### src/design/omc_pkg.sv
// omc_pkg: shared types and constants for the online mean and covariance block
// used by omc_div and online_mean_covariance; no dependencies
package omc_pkg;

  localparam int DIV_W = 56;
  localparam int DVS_W = 20;
  localparam int STEP_W = 6;
  localparam int CM_W = 56;
  localparam int VAL_W = 40;
  localparam int DEV_W = 26;
  localparam int MEAN_W = 24;

  localparam logic [7:0] OFFSET_RESET = 8'd33;
  localparam logic [19:0] CAP_RESET = 20'd100000;

  localparam logic [1:0] FN_PUSH = 2'd0;
  localparam logic [1:0] FN_MEAN = 2'd1;
  localparam logic [1:0] FN_COV = 2'd2;
  localparam logic [1:0] FN_CLEAR = 2'd3;

  localparam logic [2:0] ST_OK = 3'd0;
  localparam logic [2:0] ST_LEN = 3'd1;
  localparam logic [2:0] ST_FEW = 3'd2;
  localparam logic [2:0] ST_CAP = 3'd3;
  localparam logic [2:0] ST_IDX = 3'd4;

  localparam logic REG_OFFSET = 1'b0;
  localparam logic REG_CAP = 1'b1;

  typedef enum logic [3:0] {
    S_CLEAR,
    S_IDLE,
    S_PMEAN_RD,
    S_PDIV_START,
    S_PDIV,
    S_PLOOP,
    S_QMEAN_RD,
    S_QMEAN_FIN,
    S_QCOV_RD,
    S_QCOV_START,
    S_QCOV_DIV,
    S_RESULT
  } state_t;

  typedef struct packed {
    logic start;
    logic [DIV_W-1:0] dividend;
    logic [DVS_W-1:0] divisor;
    logic [STEP_W-1:0] steps;
  } div_req_t;

  typedef struct packed {
    logic done;
    logic [DIV_W-1:0] quotient;
  } div_rsp_t;

endpackage

### src/design/omc_div.sv
// omc_div: restoring unsigned divider, one quotient bit per cycle
// depends on omc_pkg for the request and response structs
module omc_div (
  input  logic              clk,
  input  logic              rst_n,
  input  omc_pkg::div_req_t req_i,
  output omc_pkg::div_rsp_t rsp_o
);

  logic                       busy_r;
  logic                       done_r;
  logic [omc_pkg::STEP_W-1:0] cnt_r;
  logic [omc_pkg::DIV_W-1:0]  dvd_r;
  logic [omc_pkg::DVS_W-1:0]  rem_r;
  logic [omc_pkg::DVS_W-1:0]  dvs_r;
  logic [omc_pkg::DVS_W:0]    sh;
  logic                       ge;

  assign sh = {rem_r, dvd_r[omc_pkg::DIV_W-1]};
  assign ge = (sh >= {1'b0, dvs_r});

  always_ff @(posedge clk) begin
    if (!rst_n) begin
      busy_r <= 1'b0;
      done_r <= 1'b0;
      cnt_r <= '0;
    end else begin
      done_r <= 1'b0;
      if (req_i.start) begin
        busy_r <= 1'b1;
        cnt_r <= req_i.steps;
      end else if (busy_r) begin
        cnt_r <= cnt_r - 1'b1;
        if (cnt_r == omc_pkg::STEP_W'(1)) begin
          busy_r <= 1'b0;
          done_r <= 1'b1;
        end
      end
    end
  end

  always_ff @(posedge clk) begin
    if (req_i.start) begin
      dvd_r <= req_i.dividend;
      dvs_r <= req_i.divisor;
      rem_r <= '0;
    end else if (busy_r) begin
      // remainder stays below the divisor, so its top bit drops out
      rem_r <= ge ? omc_pkg::DVS_W'(sh - {1'b0, dvs_r}) : sh[omc_pkg::DVS_W-1:0];
      dvd_r <= {dvd_r[omc_pkg::DIV_W-2:0], ge};
    end
  end

  assign rsp_o.done = done_r;
  assign rsp_o.quotient = dvd_r;

endmodule

### config.mk
export PLATFORM = sky130hd
export DESIGN_NAME = omc_div
export DESIGN_NICKNAME = d
export VERILOG_FILES = /design/src/design/omc_pkg.sv /design/src/design/omc_div.sv
export SDC_FILE = /design/constraint.sdc
export NUM_CORES = 1
export LEC_CHECK = 0
export BUFFER_PORTS_ARGS = -buffer_cell sky130_fd_sc_hd__clkbuf_2
export CAP_MARGIN = 10
export CORE_ASPECT_RATIO = 0.6
export CORE_UTILIZATION = 30
export DETAILED_ROUTE_END_ITERATION = 10
export SLEW_MARGIN = 5
export SYNTH_ARGS = -nofsm -noshare
export SYNTH_HDL_FRONTEND = slang
export SYNTH_SLANG_ARGS = --single-unit
### constraint.sdc
create_clock -name clk -period 4.9 [get_ports clk]
set_input_delay 0.98 -clock clk [delete_from_list [all_inputs] [get_ports clk]]
set_output_delay 0.98 -clock clk [all_outputs]
set_load 0.05 [all_outputs]
### Word level (Yosys, flattened, before mapping)

Index checks and enable logic that the tools add are counted.

| word-level totals | value |
|---|---|
| flip-flop bits (word level) | 104 |
| bits of input ports | 85 |
| output and inout bits | 57 |
| word-level logic and storage cells | 23 |

| operators by class | value |
|---|---|
| $add $sub $neg | 2 |
| $lt $le $gt $ge | 1 |
| equality and inequality tests | 1 |
| multiplexer cells | 9 |
| bitwise gates (word level) | 2 |
| reduce and logical (&&, ||, !) cells | 2 |

Operators by type and width:

| operator | number |
|---|---|
| 56-bit two-way mux | 2 |
| 21-bit by 20-bit >= comparator with 1-bit output | 1 |
| 20-bit two-way mux | 1 |
| 20-bit subtractor | 1 |
| 6-bit two-way mux | 2 |
| 6-bit by 1-bit equality test with 1-bit output (second input constant) | 1 |
| 6-bit by 1-bit subtractor with 6-bit output (second input constant) | 1 |
| 1-bit two-way mux | 4 |
| 3-bit OR reduction | 1 |
| 1-bit inverter | 2 |
| 2-bit nonzero test | 1 |

### Depth between registers and ports, before layout

| logic depth | value |
|---|---|
| depth in word-level cells | 4 |
| mapped depth | 11 |
| depth with buffers taken out | 10 |

### Worst setup path after synthesis

OpenSTA, ideal clock, no wires.

| timing path | value |
|---|---|
| path kind | input -> register |
| start point | in req_i[82] (netlist bit) |
| end point | reg rem_r[7] (netlist bit) |
| library setup time | 0.197 ns |
| arrival time | 2.404 ns |
| required time | 4.703 ns |
| path slack | 2.298 ns |
| stages on the path | 3 |
| buffers on the path | 0 |
| path through | nor2_1 -> inv_1 -> o32ai_1 |

RTL lines:

| what | RTL line | text |
|---|---|---|
| from (decl) | omc_div.sv:6 | `input omc_pkg::div_req_t req_i,` |
| to (signal assigned) | omc_div.sv:49 | `rem_r <= ge ? omc_pkg::DVS_W'(sh - {1'b0, dvs_r}) : sh[omc_pkg::DVS_W-1:0];` |
| to (decl) | omc_div.sv:14 | `logic [omc_pkg::DVS_W-1:0] rem_r;` |

### Final worst setup path

| timing path | value |
|---|---|
| start point | reg dvs_r[12] (netlist bit) |
| end point | reg rem_r[3] (netlist bit) |

| between the ends | value |
|---|---|
| cells in the longest elaborated chain, start to end | 2 |

RTL lines:

| what | RTL line | text |
|---|---|---|
| from (decl) | omc_div.sv:15 | `logic [omc_pkg::DVS_W-1:0] dvs_r;` |
| from (signal assigned) | omc_div.sv:45 | `dvs_r <= req_i.divisor;` |
| 21-bit by 20-bit >= comparator with 1-bit output | omc_div.sv:20 | `assign ge = (sh >= {1'b0, dvs_r});` |
| 20-bit two-way mux | omc_div.sv:49 |  |

No other way between the ends.
A chain may end at the register's enable or synchronous reset.

==> PnR_summary.wiki <==
{| class="wikitable"
! Metric !! Value
|-
| Run status || completed
|-
| Max H-tree Level || 3
|-
| Most area-consuming cells after synthesis || sky130_fd_sc_hd__edfxtp_1 (43%), sky130_fd_sc_hd__mux2_2 (12%), sky130_fd_sc_hd__dfxtp_1 (10%)
|-
| Arrival time of the worst setup path || 3.36 ns
|-
| Core footprint || 0.0173 mm2
|-
| DRC violations left || 0
|-
| Synth top area share || 42.7%
|-
| Setup TNS || 0 ns
|-
| Die span in x || 174 um
|-
| Layout cell share with drive strength beyond 1 || 39.0%
|-
| Final hold slack || 0.476 ns
|-
| Area after detailed placement || 0.00627 mm2
|-
| Hold bufs inserted after CTS || 0
|-
| Routed length per placed instance || 15.2 um
|-
| DIE AREA || 0.0184 mm2
|-
| Yosys reg bits || 104
|-
| Tcrit/Tclk final || 63.1%
|-
| CTS Root Cell || sky130_fd_sc_hd__clkbuf_16
|-
| Post-synthesis to final-layout area growth || 23.4%
|-
| Total chip power || 2310 uW
|-
| Number of post-CTS setup repair buffers || 0
|-
| DP HPWL || 9.27 mm
|-
| Number of top-level design ports || 142
|-
| Quantity of I/O buffers inserted on ports || 141
|-
| Critical Path Fanout Max || 24
|-
| Worst Setup Start Kind || register
|-
| Sequential area share after synthesis || 53.1%
|-
| Post-CTS Resized || 0
|-
| Post-synthesis async set-or-reset flop share || 0%
|-
| Number of endpoints failing setup at the final stage || 0
|-
| Ys flop type || sky130_fd_sc_hd__edfxtp_1
|-
| GR Overflow Total || 0
|-
| Cell accounting for the most synthesized area || sky130_fd_sc_hd__edfxtp_1
|-
| Post-synthesis cell count || 454
|-
| Number of maximum-capacitance violations || 0
|-
| Placer's final routability congestion estimate || 0.889
|-
| Min-Delay Path Class || reg2reg
|-
| Rel. slew slack || 22.0%
|-
| Area of the mapped netlist || 0.00535 mm2
|-
| Achievable clock frequency || 323 MHz
|-
| Number of nets produced by synthesis || 562
|-
| Via count || 3999
|-
| Power per cell area || 349 mW/mm2
|-
| 1st-pass router iterations || 4
|-
| Number of synthesis warnings || 0
|-
| Clock tree from TritonCTS || built
|-
| Number of slew-limit violations in the final report || 0
|-
| Final non-filler cell area || 0.00660 mm2
|-
| Number of inserted diodes || 0
|-
| Post-detailed-routing wire length || 12.6 mm
|-
| Worst endpoint required time || 5.16 ns
|-
| Layout net count || 696
|-
| Clk buf depth || 2
|-
| Max rail drop VDD || 0.176 mV
|-
| Total Routing Usage GR || 13.9%
|-
| Total leakage power || 0.00277 uW
|-
| Element type at the critical path end || register
|-
| Number of global-route vias before repair || 3905
|-
| Count of unique library cells instantiated by Yosys || 59
|-
| Worst setup path class || reg2reg
|-
| Sinks on the clock net || 104
|-
| Number of placement rows || 37
|-
| Final number of hold-violating endpoints || 0
|-
| Slew at the pin closest to its max-slew limit || 1.17 ns
|-
| Final ANT Viol Nets || 0
|-
| Clock-pin slew on the worst setup and hold paths || 0.08 ns
|-
| Clock insertion delay at the later pin of the skew report || 0.35 ns
|-
| First-pass GRT wire length || 20.4 mm
|-
| Average instance area after synthesis || 11.8 um2
|-
| Number of enable flip-flop cells after synthesis || 76
|-
| Iteration-0 DRC count of the detailed router || 339
|-
| Antenna violations before repair || 0
|-
| Average via count per standard cell || 4.84
|-
| Clock period minus worst slack || 3.09 ns
|-
| Number of buffers created by CTS || 9
|-
| Setup repair after global routing missed its margin || false
|-
| Die span in y || 105 um
|-
| Worst Skew || 0.0153 ns
|-
| Largest net degree at the start of global routing || 62
|-
| Effective utilization at floorplan || 31.0%
|}
## per-stage QoR
step	setup WS [ns]	instances	utilization, %
final	1.81	827	38.2
after global routing	1.58	827	38.2
after CTS	1.84	826	38.1
after detailed placement	1.73	810	36.3
after global placement	1.81	810	36.3
after floorplan	2.30	454	-
## Yosys cell counts, drive strengths merged, types with 10 or more instances
cell type / count
nor2: 31
a21oi: 23
dfxtp: 28
nand2: 32
xnor2: 12
mux2: 56
edfxtp: 76
clkbuf: 12
inv: 29
nand3: 15
ha: 22
buf: 10
o21ai: 16
## power by group
group | total, uW | leakage, uW | switching (uW) | internal, uW
Clock | 728 | 0.000150 | 363 | 365
Sequential | 1080 | 0.000988 | 44.3 | 1030
Combinational | 500 | 0.00163 | 337 | 163
Total | 2310 | 0.00277 | 744 | 1560
## kinds of logic (layout without fill, tap and decap cells)
group	count (synthesis)	count (layout)	share of synthesized area [%]
simple gates	102	102	8.84
compound gates	98	98	13.4
mux	57	57	12.0
fa+ha+maj	23	23	5.52
flops	104	104	53.1
xor+xnor	19	19	3.11
buf+inv	51	190	4.00
## final cells by class
cell class	count	area [um2]
Clock buffer	9	225
Clock inverter	7	86.3
Fill cell	1684	10700
Inverter	29	109
Multi-Input combinational cell	299	2290
Sequential cell	104	2840
Tap cell	234	293
Timing Repair Buffer	145	751
## routing by layer
layer  part of all wire [%]  up-vias  track usage, %
met2                     40      125            19.3
met1                     51     1901            20.9
met3                    7.7       13            3.90
li1                       -     1960               -
met4                   0.94        0            3.20
met5                      0        -               0
## worst max-delay path: stages, from the launching register on
cell	delay [ns]
sky130_fd_sc_hd__edfxtp_1	0.38
sky130_fd_sc_hd__inv_1	0.08
sky130_fd_sc_hd__ha_1	0.28
sky130_fd_sc_hd__a21oi_1	0.32
sky130_fd_sc_hd__o21ai_0	0.18
sky130_fd_sc_hd__a21oi_1	0.35
sky130_fd_sc_hd__a31oi_4	0.16
sky130_fd_sc_hd__nor2_2	0.82
sky130_fd_sc_hd__nand2_1	0.16
sky130_fd_sc_hd__a311oi_2	0.27
## cells in the final DEF, fill, tap and decap left out, types with 12 or more instances in the layout
cell / n
sky130_fd_sc_hd__nand2_1: 32
sky130_fd_sc_hd__mux2_2: 56
sky130_fd_sc_hd__ha_1: 22
sky130_fd_sc_hd__a21oi_1: 20
sky130_fd_sc_hd__nor2_1: 30
sky130_fd_sc_hd__dfxtp_1: 28
sky130_fd_sc_hd__edfxtp_1: 76
sky130_fd_sc_hd__xnor2_1: 12
sky130_fd_sc_hd__nand3_1: 15
sky130_fd_sc_hd__inv_1: 28
sky130_fd_sc_hd__clkbuf_2: 140
## sequential cells by signal, summed over array words and instances, names as in the netlist
signal and flops:
busy_r 1, done_r 1, dvd_r 56, cnt_r 6, rem_r 20, dvs_r 20
## final timing paths
check | start | endpoint | slack [ns] | cells past startpoint
setup / recovery | dvs_r[12] | rem_r[3] | 1.81 | 9
hold / removal | rem_r[14] | rem_r[14] | 0.48 | 2
hold reg to reg | rem_r[14] | rem_r[14] | 0.48 | 2
setup reg to reg | dvs_r[12] | rem_r[3] | 1.81 | 9
Note: power is estimated with default switching activity, not from simulation.
